===== config.mk =====
export PLATFORM = sky130hd
export DESIGN_NAME = mlg_front
export DESIGN_NICKNAME = d
export VERILOG_FILES = /design/src/sv/mlg_pkg.sv /design/src/sv/mlg_front.sv
export SDC_FILE = /design/constraint.sdc
export NUM_CORES = 1
export LEC_CHECK = 0
export BUFFER_PORTS_ARGS = -buffer_cell sky130_fd_sc_hd__buf_2
export CAP_MARGIN = 25
export CORE_AREA = 2 2 207 209
export DETAILED_ROUTE_END_ITERATION = 16
export DIE_AREA = 0 0 209 211
export SYNTH_ARGS = -nofsm -noshare
export SYNTH_HDL_FRONTEND = slang
export SYNTH_SLANG_ARGS = --single-unit

===== constraint.sdc =====
create_clock -name vclk -period 2.35
set_input_delay 0.235 -clock vclk [all_inputs]
set_output_delay 0.235 -clock vclk [all_outputs]
set_load 0.02 [all_outputs]

===== src/sv/mlg_pkg.sv =====
// ----------------------------------------------------------------------------
// mlg_pkg
// Shared types, constants and helpers for the multilinear grid interpolator.
// ----------------------------------------------------------------------------
package mlg_pkg;

   // sizes
   localparam int MAX_DIMS   = 4;
   localparam int GRID_DEPTH = 4096;
   localparam int ADDR_W     = 12;
   localparam int VAL_W      = 24;
   localparam int FRAC_W     = 17;
   localparam int TOTAL_W    = 13;
   localparam int QUO_W      = 28;
   localparam int SUM_W      = 47;
   localparam int REQ_DATA_W = 136;

   localparam logic [FRAC_W-1:0] FRAC_ONE = 17'h10000;

   // register map
   localparam logic [2:0] CSR_NUM_DIMS = 3'd0;
   localparam logic [2:0] CSR_AXIS_0   = 3'd1;
   localparam logic [2:0] CSR_AXIS_3   = 3'd4;

   localparam logic [2:0]  NUM_DIMS_RESET = 3'd1;
   localparam logic [63:0] AXIS_RESET     = 64'd563018672898048;

   // one axis setup word: point count, maximum, minimum (msb first)
   typedef struct packed {
      logic [15:0]        npoints;
      logic signed [23:0] xmax;
      logic signed [23:0] xmin;
   } axis_type;

   typedef enum logic [1:0] {
      OP_WRITE,
      OP_QUERY,
      OP_BAD
   } op_kind_type;

   // one queued transaction
   typedef struct packed {
      op_kind_type              kind;
      logic [ADDR_W-1:0]        index;
      logic signed [VAL_W-1:0]  value;
      logic [3:0][VAL_W-1:0]    coord;
   } op_type;

   typedef enum logic [3:0] {
      ST_IDLE,
      ST_AXIS_CHK,
      ST_AXIS_MUL,
      ST_AXIS_DIV,
      ST_AXIS_END,
      ST_STRIDE,
      ST_CORNER_W,
      ST_CORNER_MAC,
      ST_FINISH,
      ST_DONE
   } back_state_type;

   // highest corner number for a given axis count
   function automatic logic [3:0] corner_mask(input logic [2:0] dims);
      logic [3:0] m;
      case (dims)
         3'd1:    m = 4'h1;
         3'd2:    m = 4'h3;
         3'd3:    m = 4'h7;
         default: m = 4'hF;
      endcase
      return m;
   endfunction

endpackage


===== src/sv/mlg_front.sv =====
// ----------------------------------------------------------------------------
// mlg_front
// Accepts transactions, unpacks them and classifies each as a store write,
// a query or a query against a bad setup, then pushes it to the queue.
// ----------------------------------------------------------------------------
module mlg_front (
   input  logic                               req_tvalid,
   output logic                               req_tready,
   input  logic [mlg_pkg::REQ_DATA_W-1:0]     req_tdata,
   input  logic                               req_tuser,
   input  logic [2:0]                         num_dims,
   input  mlg_pkg::axis_type                  axis [mlg_pkg::MAX_DIMS],
   input  logic                               q_full,
   output logic                               q_push,
   output mlg_pkg::op_type                    q_op
);
   import mlg_pkg::*;

   logic bad_setup;

   // static setup check: axis count, ordering and point count per axis
   always_comb begin
      bad_setup = (num_dims == 3'd0) || (num_dims > 3'(MAX_DIMS));
      for (int k = 0; k < MAX_DIMS; k++) begin
         if (3'(k) < num_dims) begin
            if ((axis[k].xmin >= axis[k].xmax) || (axis[k].npoints < 16'd2)) begin
               bad_setup = 1'b1;
            end
         end
      end
   end

   // unpack and classify
   always_comb begin
      q_op.index    = req_tdata[11:0];
      q_op.value    = req_tdata[35:12];
      q_op.coord[0] = req_tdata[59:36];
      q_op.coord[1] = req_tdata[83:60];
      q_op.coord[2] = req_tdata[107:84];
      q_op.coord[3] = req_tdata[131:108];
      if (!req_tuser) begin
         q_op.kind = OP_WRITE;
      end else if (bad_setup) begin
         q_op.kind = OP_BAD;
      end else begin
         q_op.kind = OP_QUERY;
      end
   end

   assign req_tready = !q_full;
   assign q_push     = req_tvalid && !q_full;

endmodule


[Yosys cells after proc, flatten, opt, wreduce, memory -nomap -nowiden]
Cells that the tools add are included.
Operators by class
  add/sub/neg operators: 0
  div/mod/pow operators: 0
  bitwise logic cells: 0
  magnitude comparators: 13
  reduce and logical (&&, ||, !) cells: 8
  mux-type cells: 10
  $mul: 0
  shift-type cells: 0
  equal/unequal tests: 0
Operator list (number)
  $ge 24x24->1: 4
  $lt 16x2->1 const B: 4
  $mux 1: 8
  $lt 1x3->1 const A: 2
  $lt 2x3->1 const A: 2
  $logic_or 1x1->1: 5
  $mux 2: 2
  $gt 3x3->1 const B: 1
  $logic_not 3->1: 1
  $logic_and 1x1->1: 1
  $logic_not 1->1: 1
Storage, ports and cells
  bits in read-only memories: 0
  word-level logic and storage cells: 31
  bits in writable memories: 0
  memories: 0
  register bits: 0
  latch bits: 0

[Longest topological paths before layout]
  depth after elaboration: 12
  mapped depth: 10
  mapped depth without buffers: 10

[Worst setup path before layout]
OpenSTA, ideal clock, no wires.
  path kind: input -> output
  from: input axis[169] (netlist bit)
  to: output q_op[132] (netlist bit)
  data arrival time: 2.370 ns
  path buffers: 0
  setup slack: -0.255 ns
  stages on the path: 10
  cells stage by stage: inv_1 > ha_1 > a21o_1 > a221o_1 > a211oi_2 > or3b_1 > a211oi_2 > nor2_1 > a2111oi_2 > and2_1
RTL lines
  start: declaration: RTL line mlg_front.sv:12  | input mlg_pkg::axis_type axis [mlg_pkg::MAX_DIMS],
  end: declaration: RTL line mlg_front.sv:15  | output mlg_pkg::op_type q_op

==> summary.txt <==
Max-cap check violation count -> 0
Post-Syn Instances -> 505
Yosys cell types -> 39
Crit Path Class -> in -> out
Power Density -> 156 nW/um2
Syn nets -> 999
RSZ-0062 raised after global routing -> true
Remaining DRCs -> 0
Seq. cell area -> 0 um2
Final ANT Viol Nets -> 0
CP Launch Type -> input port
Num rows -> 75
CP required -> 2120 ps
Initial antenna violation count -> 1
HP Class -> in -> out
Layout cell share with drive strength beyond 1 -> 52.0%
Slew @ Worst Pin -> 513 ps
CP most frequent cell -> buf_6
Arr. time, crit path -> 2680 ps
Part of the Yosys area used for sequential elements -> 0%
Via count -> 3957
CP Cell Sequence -> buf_6, inv_2, ha_4, nand4_1, or4_4, or3_1, nand3_1, nor4b_2, o22ai_2, a2111oi_4, buf_4, nor2b_4, buf_6
Starting Density -> 8.79%
Tot GR Track Use -> 6.80%
TritonRoute pass-1 iters -> 4
Max FO, Critical Path -> 3
Die Y -> 211 um
Syn_area_per_cell -> 7.27 um2
Status -> finished with violations
Port bufs -> 262
CP max-delay cell -> or4_4
Placed Area -> 5070 um2
Vias per cell -> 3.25
Cell area after synthesis -> 3670 um2
Die area -> 44100 um2
I/O pin total -> 534
Finish-stage setup viols -> 2
Synth top area share -> 32.7%
WHS -> 470 ps
Peak supply drop -> 0.0479 mV
Vias in the first global route -> 4229
DP Worst Slack -> -1140 ps
Largest net degree at the start of global routing -> 5
Width of the chip -> 209 um
Lkg Pwr -> 2.94 nW
Gr ovfl total -> 0
Placed cell count -> 1215
Min cycle time layout -> 2920 ps
Worst setup EP type -> output port
Finished Layout Cells -> 1219
Post-DP HPWL -> 14.9 mm
Final net count -> 1175
Routability cong. -> 0.736
Post-synth top area cell -> ha_1
CP max stage delay -> 580 ps
CTS Hold Buffers Added -> 0
Layout area overhead -> 47.0%
Initial DRC Count -> 126
Finished Cell Area -> 5390 um2
Clock buffer count -> 0
Final wirelength -> 16.0 mm
Synth area leaders -> ha_1 33%, buf_4 27%, inv_1 10%
DR WL/cell -> 13.1 um
Yosys warns -> 0
Global-route wire length before repair -> 22.8 mm
Relative slew slack -> 65.5%
Setup ws final -> -566 ps
F_max -> 343 MHz
Flip-flop and latch count -> 0
Failing checks -> setup timing
Max-slew violations -> 0
Tcrit/Tclk final -> 124%
Power, Total -> 844 uW
Final Hold Viols -> 0
Core ar. -> 41800 um2
-- cells in the mapped netlist (all sizes together), types with 2 or more instances --
| cell type | instances |
|---|---|
| a211oi | 6 |
| a21o | 15 |
| a21oi | 31 |
| a221o | 3 |
| a221oi | 3 |
| and2 | 4 |
| and3 | 2 |
| and4 | 5 |
| buf | 132 |
| ha | 96 |
| inv | 99 |
| nand2 | 11 |
| nand3 | 8 |
| nand4 | 24 |
| nor2 | 11 |
| nor2b | 6 |
| nor3 | 7 |
| nor4 | 13 |
| o211ai | 5 |
| o21ai | 6 |
| o41ai | 2 |
| xor2 | 2 |
-- worst max-delay path, delay by kind of cell --
kind | cells | cell delay, ps
buffers and inverters | 4 | 400
AOI/OAI and AO/OA | 2 | 260
and+or+nand+nor | 6 | 1530
adders and majority gates | 1 | 260
-- final timing paths --
kind                     start         to  slack, ps  depth (start not counted)
setup / recovery      axis[37]  q_op[133]       -570                         13
hold / removal    req_tdata[2]  q_op[122]        470                          0
-- through the flow --
stage	TNS, ps	util (%)
floorplan	-196	-
global placement	-2070	12.1
detailed placement	-2110	12.1
CTS	-1460	12.7
global route	-1350	12.9
finish	-1080	12.9
-- final cells by class --
type | instances | area, um2
fill | 4818 | 36400
timing repair buffer | 306 | 1720
multi-input combinational | 274 | 2610
inverter | 99 | 389
tap | 539 | 674
antenna | 1 | 2.50
-- power breakdown --
part           internal [mW]  switching (mW)
clock network   0.0000000570               0
logic                  0.460           0.384
registers                  0               0
-- cell usage in the layout (no fill, tap or decap), drive strengths merged, types with 2 or more instances in the layout --
cell / count
nor4: 13
nor3: 7
a211oi: 6
nand3: 8
a221oi: 3
a21o: 15
buf: 306
ha: 96
o21ai: 6
inv: 99
a21oi: 31
xor2: 2
nand4: 24
o211ai: 5
and3: 2
nand2: 11
a221o: 3
and2: 4
nor2: 11
and4: 5
nor2b: 6
o41ai: 2
-- logic make-up after synthesis --
family / after synthesis / synth area share [%]
buffers and inverters: 231 / 37.1
adders and majority gates: 96 / 32.7
and+or+nand+nor: 96 / 14.9
AOI/OAI and AO/OA: 80 / 14.8
xor gates and xnor gates: 2 / 0.477
-- what timing repair did --
item                       CTS  global route
gates cloned                 0             0
pin swaps                   15            15
gates resized for setup     38            19
buffers inserted             2             1
setup endpoints to repair    2             2
-- per-layer routing --
metal	GRT usage, %	vias to the layer above	routed length, um
met5	1.22	-	0
met4	2.22	0	536
met3	2.19	40	1570
met2	12.2	247	7630
met1	7.48	1701	6250
li1	-	1969	-
Power figures use the tool's default switching activity.
