**src/sv/mlg_pkg.sv**
```systemverilog
// ----------------------------------------------------------------------------
// mlg_pkg
// Shared types, constants and helpers for the multilinear grid interpolator.
// ----------------------------------------------------------------------------
package mlg_pkg;

   // sizes
   localparam int MAX_DIMS   = 4;
   localparam int GRID_DEPTH = 4096;
   localparam int ADDR_W     = 12;
   localparam int VAL_W      = 24;
   localparam int FRAC_W     = 17;
   localparam int TOTAL_W    = 13;
   localparam int QUO_W      = 28;
   localparam int SUM_W      = 47;
   localparam int REQ_DATA_W = 136;

   localparam logic [FRAC_W-1:0] FRAC_ONE = 17'h10000;

   // register map
   localparam logic [2:0] CSR_NUM_DIMS = 3'd0;
   localparam logic [2:0] CSR_AXIS_0   = 3'd1;
   localparam logic [2:0] CSR_AXIS_3   = 3'd4;

   localparam logic [2:0]  NUM_DIMS_RESET = 3'd1;
   localparam logic [63:0] AXIS_RESET     = 64'd563018672898048;

   // one axis setup word: point count, maximum, minimum (msb first)
   typedef struct packed {
      logic [15:0]        npoints;
      logic signed [23:0] xmax;
      logic signed [23:0] xmin;
   } axis_type;

   typedef enum logic [1:0] {
      OP_WRITE,
      OP_QUERY,
      OP_BAD
   } op_kind_type;

   // one queued transaction
   typedef struct packed {
      op_kind_type              kind;
      logic [ADDR_W-1:0]        index;
      logic signed [VAL_W-1:0]  value;
      logic [3:0][VAL_W-1:0]    coord;
   } op_type;

   typedef enum logic [3:0] {
      ST_IDLE,
      ST_AXIS_CHK,
      ST_AXIS_MUL,
      ST_AXIS_DIV,
      ST_AXIS_END,
      ST_STRIDE,
      ST_CORNER_W,
      ST_CORNER_MAC,
      ST_FINISH,
      ST_DONE
   } back_state_type;

   // highest corner number for a given axis count
   function automatic logic [3:0] corner_mask(input logic [2:0] dims);
      logic [3:0] m;
      case (dims)
         3'd1:    m = 4'h1;
         3'd2:    m = 4'h3;
         3'd3:    m = 4'h7;
         default: m = 4'hF;
      endcase
      return m;
   endfunction

endpackage

```
**src/sv/mlg_queue.sv**
```systemverilog
// ----------------------------------------------------------------------------
// mlg_queue
// Two-entry queue between the front and the back.
// ----------------------------------------------------------------------------
module mlg_queue (
   input  logic             clock,
   input  logic             reset,
   input  logic             push,
   input  mlg_pkg::op_type  push_op,
   input  logic             pop,
   output mlg_pkg::op_type  head_op,
   output logic             full,
   output logic             empty
);
   import mlg_pkg::*;

   op_type     entry_ff [2];
   logic       wr_ptr_ff, wr_ptr_in;
   logic       rd_ptr_ff, rd_ptr_in;
   logic [1:0] count_ff, count_in;
   logic       do_push, do_pop;

   assign full    = (count_ff == 2'd2);
   assign empty   = (count_ff == 2'd0);
   assign head_op = entry_ff[rd_ptr_ff];
   assign do_push = push && !full;
   assign do_pop  = pop && !empty;

   // pointer and fill bookkeeping
   always_comb begin
      wr_ptr_in = do_push ? !wr_ptr_ff : wr_ptr_ff;
      rd_ptr_in = do_pop ? !rd_ptr_ff : rd_ptr_ff;
      count_in  = count_ff;
      if (do_push && !do_pop) begin
         count_in = count_ff + 2'd1;
      end else if (!do_push && do_pop) begin
         count_in = count_ff - 2'd1;
      end
   end

   always_ff @(posedge clock) begin
      if (reset) begin
         wr_ptr_ff <= 1'b0;
         rd_ptr_ff <= 1'b0;
         count_ff  <= 2'd0;
      end else begin
         wr_ptr_ff <= wr_ptr_in;
         rd_ptr_ff <= rd_ptr_in;
         count_ff  <= count_in;
      end
   end

   // payload storage
   always_ff @(posedge clock) begin
      if (do_push) begin
         entry_ff[wr_ptr_ff] <= push_op;
      end
   end

endmodule

```
**config.mk**
```make
export PLATFORM = sky130hd
export DESIGN_NAME = mlg_queue
export DESIGN_NICKNAME = d
export VERILOG_FILES = /design/src/sv/mlg_pkg.sv /design/src/sv/mlg_queue.sv
export SDC_FILE = /design/constraint.sdc
export NUM_CORES = 1
export LEC_CHECK = 0
export ABC_AREA = 1
export ABC_CLOCK_PERIOD_IN_PS = 7540
export BUFFER_PORTS_ARGS = -buffer_cell sky130_fd_sc_hd__buf_2
export CAP_MARGIN = 20
export CORE_MARGIN = 1.5
export CORE_UTILIZATION = 49
export CTS_BUF_LIST = sky130_fd_sc_hd__clkbuf_2
export DETAILED_ROUTE_END_ITERATION = 8
export PLACE_DENSITY_LB_ADDON = 0.3
export SLEW_MARGIN = 0
export SYNTH_ARGS = -nofsm -noshare
export SYNTH_HDL_FRONTEND = slang
export SYNTH_SLANG_ARGS = --single-unit
```
**constraint.sdc**
```tcl
create_clock -name clock -period 7.54 [get_ports clock]
set_input_delay 1.508 -clock clock [delete_from_list [all_inputs] [get_ports clock]]
set_output_delay 1.508 -clock clock [all_outputs]
set_load 0.005 [all_outputs]
```
After elaboration in Yosys (flattened, before gate mapping)
Memory sizes are Yosys's and may differ from the RTL's. A register that Yosys moved wholly into a read port is not among the register bits.
Cells that the tools add are included.
{"block": "classes", "addsub": 2, "n_eq_ne": 1, "muxes": 6, "reduce_logical": 12}
{"operator": "$logic_not A1 Y1", "n": 6}
{"operator": "$logic_and A1 B1 Y1", "n": 4}
{"operator": "$mux W1", "n": 4}
{"operator": "$mux W2", "n": 2}
{"operator": "$add A2 B1 Y2 const B", "n": 1}
{"operator": "$eq A2 B2 Y1 const B", "n": 1}
{"operator": "$logic_not A2 Y1", "n": 1}
{"operator": "$reduce_bool A2 Y1", "n": 1}
{"operator": "$sub A2 B1 Y2 const B", "n": 1}
{"block": "totals", "ff_bits": 4, "ramBits": 268, "inputBits": 138, "out_inout_bits": 136, "elab_cells": 25, "memories": 1}
{"memory": "entry_ff", "depth": 2, "word_bits": 134, "read_ports": 1, "rd_ports_with_merged_regs": 1, "write_ports": 1, "line_no": "mlg_queue.sv:17", "text": "op_type entry_ff [2];"}

Logic depth before layout (Yosys ltp)
{"block": "logic_depth", "ltp_word": 7, "ltp_mapped": 10, "mapped_depth_nobuf": 10}

Worst setup path after synthesis
OpenSTA, ideal clock, no wires.
{"block": "synth_timing", "path_kind": "input-to-reg", "startpoint": "in push", "endpoint": "mem entry_ff[0][0] (netlist bit) (enable)", "setup_ns": 0.630, "t_arrival_ns": 7.230, "t_required_ns": 6.910, "setup_slack_ns": -0.319, "stages": 2, "n_path_buf": 0, "path_cell_list": "o21ai_0 -> nor2_1"}
{"block": "synth_between", "elab_chain_len": 3}
{"element": "start: declaration", "line_no": "mlg_queue.sv:8", "text": "input logic push,"}
{"element": "$logic_and A1 B1 Y1", "line_no": "mlg_queue.sv:26", "text": "assign do_push = push && !full;"}
{"element": "$mux W1", "line_no": "mlg_queue.sv:55", "text": "if (do_push) begin"}
{"element": "$mux W1 (not written as such)", "line_no": "mlg_queue.sv:56", "text": "entry_ff[wr_ptr_ff] <= push_op;"}
{"element": "end: declaration", "line_no": "mlg_queue.sv:17"}
No other way between the ends.

==> impl_metrics.toml <==
[timing]
rsz0062_at_grt = "false"
min_period_over_period_pct = 59.3
finalCriticalPeriod_ns = 4.47
relSlewSlack_pct = 34.7
maxSlewViolCount = 0
finalHoldViolCount = 0
worst_pin_slew_ns = 0.979
clock-skew-final_ns = 0.0436
setup_viol = 0
max_freq_ghz = 0.224

[flow_run]
drv_cap = 0

[detailed_routing]
dr.first_iter.drc_count = 180
vias_per_cell = 4.77
first_pass_iters = 4
ant_nets = 0
routed-via-count = 5300
drt-total-wl_mm = 18.7
wire_per_inst_um = 16.8
drcViolationCount = 0

[worst_setup_path]
cp_max_fo = 58
r2r_end = "entry_ff[1][101]"
cpLargestDelayFamily = "buffers and inverters"
endpoint_kind = "output pin"
crit_chain = "buf_4 > mux2_2 > buf_2"
crit_slowest_cell = "buf_4"
critPathArrivalTime_ns = 2.96
crit_path_max_incr_delay_ns = 0.83
worstPathRequired_ns = 6.03
cp-start-kind = "register"
rr_worst_depth = 4
r2r_start = "count_ff[0]"
worst-setup-path-type = "register to output pin"
path_buf_inv = 2
reg2reg_slack_ns = 4.98

[floorplanning]
die_h_um = 147
die_x_um = 147
design.core.area_sq_mm = 0.0203
start_util_pct = 50.0
rows = 52
die_area_sq_mm = 0.0216
top_level_ports = 274

[grt]
grt_pass1_vias = 5782
grt_usage_pct = 17.3
antenna_found_initial = 4
grt.overflow.total = 0
grt_pass1_wl_mm = 28.5
grt_max_degree = 99

[worst_hold_path]
hold_class = "register to register"
whs_path_depth = 2
holdPathEnd = "wr_ptr_ff"
worstHoldStart = "wr_ptr_ff"

[synthesis]
ys_seq_area_share_pct = 80.3
syn_inst = 454
ys_warn_count = 0
synth_area_sq_mm = 0.0101
ys_types = 15
synth.net_count = 593
synth-seq-cells = 273
synth.avg_cell_area_sq_um = 22.4

[pwr]
leakage_nw = 4.94
p_total_mw = 3.84
vdd_drop_max_uv = 168
pwr-share-seq_pct = 51.9
switching_share_pct = 26.3
p_per_area_mw_per_mm2 = 307
p_int_mw = 2.83
p_clk_share_pct = 25.6
comb_power_share_pct = 22.5
switching_power_mw = 1.01

[place]
portBuffers = 273
gp_congestion = 0.734
post-dp-hpwl_mm = 12.4
post-place-cells = 988

[cts]
tritoncts = "built"
clock_latency_ns = 0.74
cts-resized-gates = 0
postCtsHoldBufs = 0
numCtsBuffers = 67
ctsRootBufferMaster = "clkbuf_2"
clk_pin_slew_ns = 0.09
cts.path.max_buffers = 3
cts_sinks = 273
htree_levels = 3
postCtsSetupBuffers = 0

[cells_and_area]
post-route-util_pct = 61.5
final_cells = 1110
fill_cells = 1533
drive_gt1_share_pct = 62.7
fin_nets = 927
area_delta_synth_final_pct = 23.1

[run_status]
outcome = "finished clean"
==> worst min-delay path, stage by stage, from the launching register on <==
cell and delay, ns:
dfxtp_1 0.36, nor2_1 0.11, nor2_1 0.06
==> cell usage after synthesis <==
master | instances | area [sq um]
a21oi_1 | 1 | 5.00
nand4_1 | 1 | 6.26
and2_1 | 1 | 6.26
nand3_1 | 1 | 5.00
buf_6 | 8 | 90.1
nand2_1 | 4 | 15.0
inv_1 | 9 | 33.8
mux2_2 | 74 | 833
ha_1 | 1 | 12.5
edfxtp_1 | 268 | 8050
nor2_1 | 9 | 33.8
o21ai_0 | 5 | 25.0
mux2_4 | 60 | 901
buf_2 | 7 | 35.0
dfxtp_1 | 5 | 100
==> power by group through the flow <==
stage          logic, mW  registers, mW  clock network [mW]
6_report           0.862           1.99               0.984
5_1_grt            0.934           2.01                1.09
4_1_cts            0.875           2.00                1.03
3_5_place_dp       0.871           2.03                   0
3_3_place_gp       0.849           2.02                   0
2_1_floorplan      0.553           2.03                   0
==> metrics by stage <==
step / setup slack [ns] / hold WS, ns / cell area, sq um / TNS [ns]
after detailed placement: 3.74 / 0.551 / 11800 / 0
after global routing: 2.81 / 0.588 / 12500 / 0
final: 3.07 / 0.563 / 12500 / 0
after floorplan: -0.319 / 0.476 / 10100 / -85.56
after CTS: 2.90 / 0.562 / 12500 / 0
after global placement: 3.59 / 0.520 / 11800 / 0
==> how the worst max path moves through the flow <==
stage | startpoint | end | slack (ns) | depth (start not counted)
2_1_floorplan | push | entry_ff[0][0] | -0.32 | 2
3_3_place_gp | push | entry_ff[1][101] | 3.59 | 4
3_5_place_dp | push | entry_ff[0][46] | 3.74 | 4
4_1_cts | register | head_op[131] | 2.90 | 3
5_1_grt | register | head_op[133] | 2.81 | 3
6_report | register | head_op[124] | 3.07 | 3
==> area by class of cell <==
type | instances | area, sq um | share of cell area [%]
Antenna cell | 6 | 15.0 | 0.120
Tap cell | 270 | 338 | 2.70
Inverter | 9 | 33.8 | 0.270
Clock inverter | 13 | 128 | 1.02
Timing Repair Buffer | 280 | 1460 | 11.7
Clock buffer | 102 | 510 | 4.09
Multi-Input combinational cell | 157 | 1860 | 14.9
Sequential cell | 273 | 8150 | 65.3
==> layer usage <==
metal	global-route usage [%]	vias to the layer above	routed length (um)
met1	18.8	2524	7010
met5	0	-	0
met2	28.5	248	9170
met3	8.73	29	2150
li1	-	2499	-
met4	7.95	0	363
==> flip-flops by register name, summed over array words and instances, names as in the netlist, named ones only <==
| signal | flops |
|---|---|
| count_ff | 2 |
| wr_ptr_ff | 1 |
| entry_ff | 268 |
| rd_ptr_ff | 1 |
==> cells in the final DEF, fill, tap and decap left out, drive strengths merged, types with 3 or more instances in the layout <==
master / synthesis / final
buf: 15 / 280
bufinv: 0 / 3
clkbuf: 0 / 102
clkinv: 0 / 9
dfxtp: 5 / 5
diode: 0 / 6
edfxtp: 268 / 268
inv: 9 / 10
mux2: 134 / 134
nand2: 4 / 4
nor2: 9 / 9
o21ai: 5 / 5
==> cells by family after synthesis <==
group	Yosys count	synth area share, %
flip-flops	273	80.3
multiplexers	134	17.1
buffers and inverters	24	1.57
AND/OR/NAND/NOR	16	0.653
AO/OA/AOI/OAI	6	0.296
adder cells (fa/ha/maj)	1	0.123
(Power assumes the default switching activity.)
